`src/rtl/abi_pkg.sv`:
```
// ----------------------------------------------------------------------------
// abi_pkg
// Types and constants shared by the ARP binding inspector modules.
// ----------------------------------------------------------------------------
package abi_pkg;

    localparam logic [15:0] OPCODE_REPLY = 16'd2;
    localparam logic [7:0]  CHANGES_MAX  = 8'd255;
    localparam logic [7:0]  MAX_CHANGES_RESET = 8'd3;

    typedef enum logic [2:0] {
        VERDICT_NONE      = 3'd0,
        VERDICT_TRUSTED   = 3'd1,
        VERDICT_CHANGED   = 3'd2,
        VERDICT_LIMIT     = 3'd3,
        VERDICT_OTHER_IP  = 3'd4
    } t_verdict;

    typedef struct packed {
        logic        func;
        logic [15:0] opcode;
        logic [31:0] sender_ip;
        logic [47:0] sender_mac;
    } t_in_item;

    typedef struct packed {
        logic [2:0] verdict;
        logic       ignored;
        logic       learned;
        logic       table_full;
        logic       block_issued;
        logic       blacklist_full;
    } t_out_item;

    typedef enum logic [3:0] {
        ST_IDLE,
        ST_DISPATCH,
        ST_BRD,
        ST_BCHK,
        ST_BWAIT,
        ST_LRD,
        ST_LCHK,
        ST_LWAIT,
        ST_DONE
    } t_state;

    // controller -> datapath
    typedef struct packed {
        logic capture;     // latch the item
        logic bind_rd;     // issue binding read at index
        logic idx_clr;     // index back to zero
        logic idx_inc;     // advance index
        logic bind_eval;   // evaluate returned binding entry
        logic blk_rd;      // issue blacklist read
        logic blk_eval;    // compare returned blacklist entry
        logic finish;      // commit appends, present result
    } t_cmd;

    // datapath -> controller
    typedef struct packed {
        logic is_load;
        logic is_reply;
        logic bind_end;    // index reached binding count
        logic blk_end;     // index reached blacklist count
        logic hit;         // a rule fired on the entry just evaluated
        logic blk_hit;     // entry just compared matches
    } t_status;

endpackage

```
`src/rtl/abi_ctrl.sv`:
```
// ----------------------------------------------------------------------------
// abi_ctrl
// Sequencer: for a reply, walks the binding table, then on a hit the blacklist, one entry at a time.
// ----------------------------------------------------------------------------
module abi_ctrl
    import abi_pkg::*;
(
    input  logic    i_clk,
    input  logic    i_rst_n,
    input  logic    i_start,
    input  t_status i_status,
    output t_cmd    o_cmd,
    output logic    o_busy
);
    t_state r_state, n_state;

    always_ff @(posedge i_clk) begin
        if (!i_rst_n) begin
            r_state <= ST_IDLE;
        end else begin
            r_state <= n_state;
        end
    end

    always_comb begin
        n_state = r_state;
        case (r_state)
            ST_IDLE:     if (i_start) n_state = ST_DISPATCH;
            ST_DISPATCH: begin
                if (i_status.is_load || !i_status.is_reply) n_state = ST_DONE;
                else if (i_status.bind_end) n_state = ST_DONE;
                else n_state = ST_BRD;
            end
            ST_BRD:   n_state = ST_BWAIT;
            ST_BWAIT: n_state = ST_BCHK;
            ST_BCHK: begin
                if (i_status.hit) n_state = i_status.blk_end ? ST_DONE : ST_LRD;
                else if (i_status.bind_end) n_state = ST_DONE;
                else n_state = ST_BRD;
            end
            ST_LRD:   n_state = ST_LWAIT;
            ST_LWAIT: n_state = ST_LCHK;
            ST_LCHK: begin
                if (i_status.blk_hit || i_status.blk_end) n_state = ST_DONE;
                else n_state = ST_LRD;
            end
            ST_DONE:  n_state = ST_IDLE;
            default:  n_state = ST_IDLE;
        endcase
    end

    always_comb begin
        o_cmd  = '0;
        o_busy = (r_state != ST_IDLE);
        case (r_state)
            ST_IDLE:     begin o_cmd.capture = i_start; o_cmd.idx_clr = 1'b1; end
            ST_BRD:      o_cmd.bind_rd = 1'b1;
            ST_BCHK: begin
                o_cmd.bind_eval = 1'b1;
                if (i_status.hit) o_cmd.idx_clr = 1'b1;
                else o_cmd.idx_inc = 1'b1;
            end
            ST_LRD:      o_cmd.blk_rd = 1'b1;
            ST_LCHK: begin
                o_cmd.blk_eval = 1'b1;
                o_cmd.idx_inc  = 1'b1;
            end
            ST_DONE:     o_cmd.finish = 1'b1;
            default:     o_cmd = '0;
        endcase
    end
endmodule

```
`config.mk`:
```
export PLATFORM = sky130hd
export DESIGN_NAME = abi_ctrl
export DESIGN_NICKNAME = d
export VERILOG_FILES = /design/src/rtl/abi_pkg.sv /design/src/rtl/abi_ctrl.sv
export SDC_FILE = /design/constraint.sdc
export NUM_CORES = 1
export LEC_CHECK = 0
export ABC_AREA = 1
export ABC_CLOCK_PERIOD_IN_PS = 2500
export BUFFER_PORTS_ARGS = -buffer_cell sky130_fd_sc_hd__clkbuf_2
export CAP_MARGIN = 20
export CORE_AREA = 2 2 39 41
export DETAILED_ROUTE_END_ITERATION = 7
export DIE_AREA = 0 0 41 43
export PLACE_DENSITY_LB_ADDON = 0.15
export SLEW_MARGIN = 5
export SYNTH_ARGS = -nofsm -noshare
export SYNTH_HDL_FRONTEND = slang
export SYNTH_SLANG_ARGS = --single-unit
```
`constraint.sdc`:
```
create_clock -name i_clk -period 2.5 [get_ports i_clk]
set_input_delay 0.625 -clock i_clk [delete_from_list [all_inputs] [get_ports i_clk]]
set_output_delay 0.625 -clock i_clk [all_outputs]
set_load 0.03 [all_outputs]
```
==> flow_metrics.tcl <==
set metrics [dict create \
    final_nets 94 \
    cts_setup_buffers 0 \
    place_inst 96 \
    grt.overflow.total 0 \
    ys_seq_area_share_pct 23.1 \
    rows 14 \
    setup_violations 0 \
    internal_power_mw 0.146 \
    tightest_slew_ns 0.168 \
    synth_largest_area_cell "dfxtp_1" \
    avgSynthCellArea_um2 5.50 \
    cts.htree.levels 1 \
    status "completed" \
    final_cells 99 \
    grt_max_degree 6 \
    cap_viol_max_count 0 \
    p_switching_mw 0.0808 \
    drtIter0Drc 1 \
    relSlewSlack_pct 88.8 \
    numCtsBuffers 3 \
    ir_worst_vdd_uv 178 \
    fin_util_pct 34.3 \
    antenna_cells 0 \
    synth_nets 72 \
    root_buffer "clkbuf_4" \
    yosysMostFrequentCell "nor2_1" \
    fillCellCount 171 \
    clkSlewWorstSetupHoldPaths_ns 0.04 \
    cts.sinks 4 \
    yosysUniqueCellTypes 13 \
    route.detailed.drc 0 \
    synth_edf_count 0 \
    seq_power_share_pct 31.7 \
    finalWirelength_um 814 \
    critPathMaxFanout 5 \
    portBuffers 17 \
    ys_seq_elements 4 \
    largest_register_ffs 4 \
    ys_top_cells_by_area "dfxtp_1 (23%), nor2_1 (17%), nand2_1 (16%)" \
    cts_resized 0 \
    ctsHoldBuffers 0 \
    core_mm2 0.00138 \
    cts_tree "built" \
    synth_warnings 0 \
    endpoint_kind "primary output" \
    die_h_um 43 \
    hold_class "reg -> reg" \
    timing.final.crit_period_ns 1.89 \
    clockPowerShare_pct 34.2 \
    synthesis.area_um2 347 \
    place_congestion 0.650 \
    pwr_density_cell_mw_per_mm2 478 \
    num_io_pins 18 \
    fin_skew_ns 0.00173 \
    dr.pass1.iters 4 \
    critical_path_arrival_ns 1.27 \
    antenna_found_initial 0 \
    vias 402 \
    grtUsageTotal_pct 10.8 \
    die_w_um 41 \
    p_comb_share_pct 34.2 \
    netlist_instances 63 \
    power_leakage_nw 0.278 \
    synth_commonest_cells "nor2_1 (16), nand2_1 (15), inv_1 (11)" \
    synth_ff_type "dfxtp_1" \
    r2r_slack_ns 1.48 \
    period_share_pct 75.7 \
    cts_buffer_depth 2 \
    finalHoldViolations 0 \
    drive_above_1_share_pct 36.1 \
    cp.required_ns 1.88 \
    area.growth.synth_to_final_pct 36.8 \
    max_freq_mhz 528 \
    synthArstFlopShare_pct 0 \
    wl_per_cell_um 8.22 \
    swShare_pct 35.7 \
    clkLatencyLatePin_ns 0.23 \
    total_power_mw 0.227 \
    grt_pass1_vias 358 \
    grt_pass1_wl_mm 1.28 \
    top_register "r_state" \
    routed_via_density 4.06 \
    setup.worst_path.start_class "register" \
    ant_nets 0 \
    final.setup.tns_ns 0 \
    crit_type "reg -> out" \
    reg.largest.list "r_state (4)" \
    dp_hpwl_um 723 \
    synthDominantCellAreaShare_pct 23.1 \
    rsz0062_at_grt "no" \
    initial_core_util_pct 25.0 \
    final_max_slew_viol_count 0 \
    dieArea_mm2 0.00176 \
]
-- critical path: stages (launching register included) --
cell and delay [ns]:
dfxtp_1 0.37, nand2_2 0.09, nor2_4 0.16, inv_1 0.07, o21ai_0 0.13, clkbuf_2 0.22
-- metrics by stage --
stage	hold slack, ns	area (um^2)	setup WS (ns)
after detailed placement	0.539	452	0.740
after global placement	0.542	452	0.740
after floorplan	0.515	347	0.401
final	0.539	474	0.607
after CTS	0.547	474	0.578
after global routing	0.572	474	0.461
-- cell type report --
type / instances / area, um^2 / share of cell area [%]
clock buffer: 3 / 22.5 / 4.75
multi-input combinational: 46 / 218 / 45.9
inverter: 13 / 48.8 / 10.3
tap: 16 / 20.0 / 4.22
timing repair buffer: 17 / 85.1 / 17.9
sequential: 4 / 80.1 / 16.9
-- layer usage --
| metal | vias to the layer above | GRT usage [%] | wire length, um |
|---|---|---|---|
| met5 | - | 0 | 0 |
| met2 | 10 | 17.5 | 399 |
| li1 | 225 | - | - |
| met1 | 167 | 11.9 | 378 |
| met3 | 0 | 1.57 | 36 |
| met4 | 0 | 8.00 | 0 |
-- power by group through the flow --
| stage | clock network, mW | registers, mW | logic (mW) |
|---|---|---|---|
| after floorplan | 0 | 0.0723 | 0.0554 |
| after global routing | 0.0838 | 0.0721 | 0.0883 |
| final | 0.0774 | 0.0718 | 0.0774 |
| after CTS | 0.0835 | 0.0718 | 0.0789 |
| after detailed placement | 0 | 0.0728 | 0.0786 |
| after global placement | 0 | 0.0728 | 0.0787 |
-- cell usage in the layout (no fill, tap or decap), drive strengths merged --
| cell | synthesis | layout |
|---|---|---|
| clkbuf | 0 | 20 |
| nand2 | 20 | 20 |
| nor2 | 19 | 19 |
| inv | 13 | 13 |
| dfxtp | 4 | 4 |
| nand3 | 3 | 3 |
| nor3 | 2 | 2 |
| o21ai | 1 | 1 |
| o22ai | 1 | 1 |
-- cells by family after synthesis --
group	after synthesis	share of synthesized area [%]
AO/OA/AOI/OAI	2	3.25
buffers and inverters	13	14.1
AND/OR/NAND/NOR	44	59.6
flip-flops	4	23.1
-- final timing paths --
| path | startpoint | to | depth (start not counted) |
|---|---|---|---|
| setup / recovery | r_state[0] | o_cmd[5] | 5 |
| hold / removal | r_state[3] | r_state[0] | 3 |
| setup reg to reg | r_state[0] | r_state[2] | 7 |
| hold reg to reg | r_state[3] | r_state[0] | 3 |
Power figures use the tool's default switching activity.
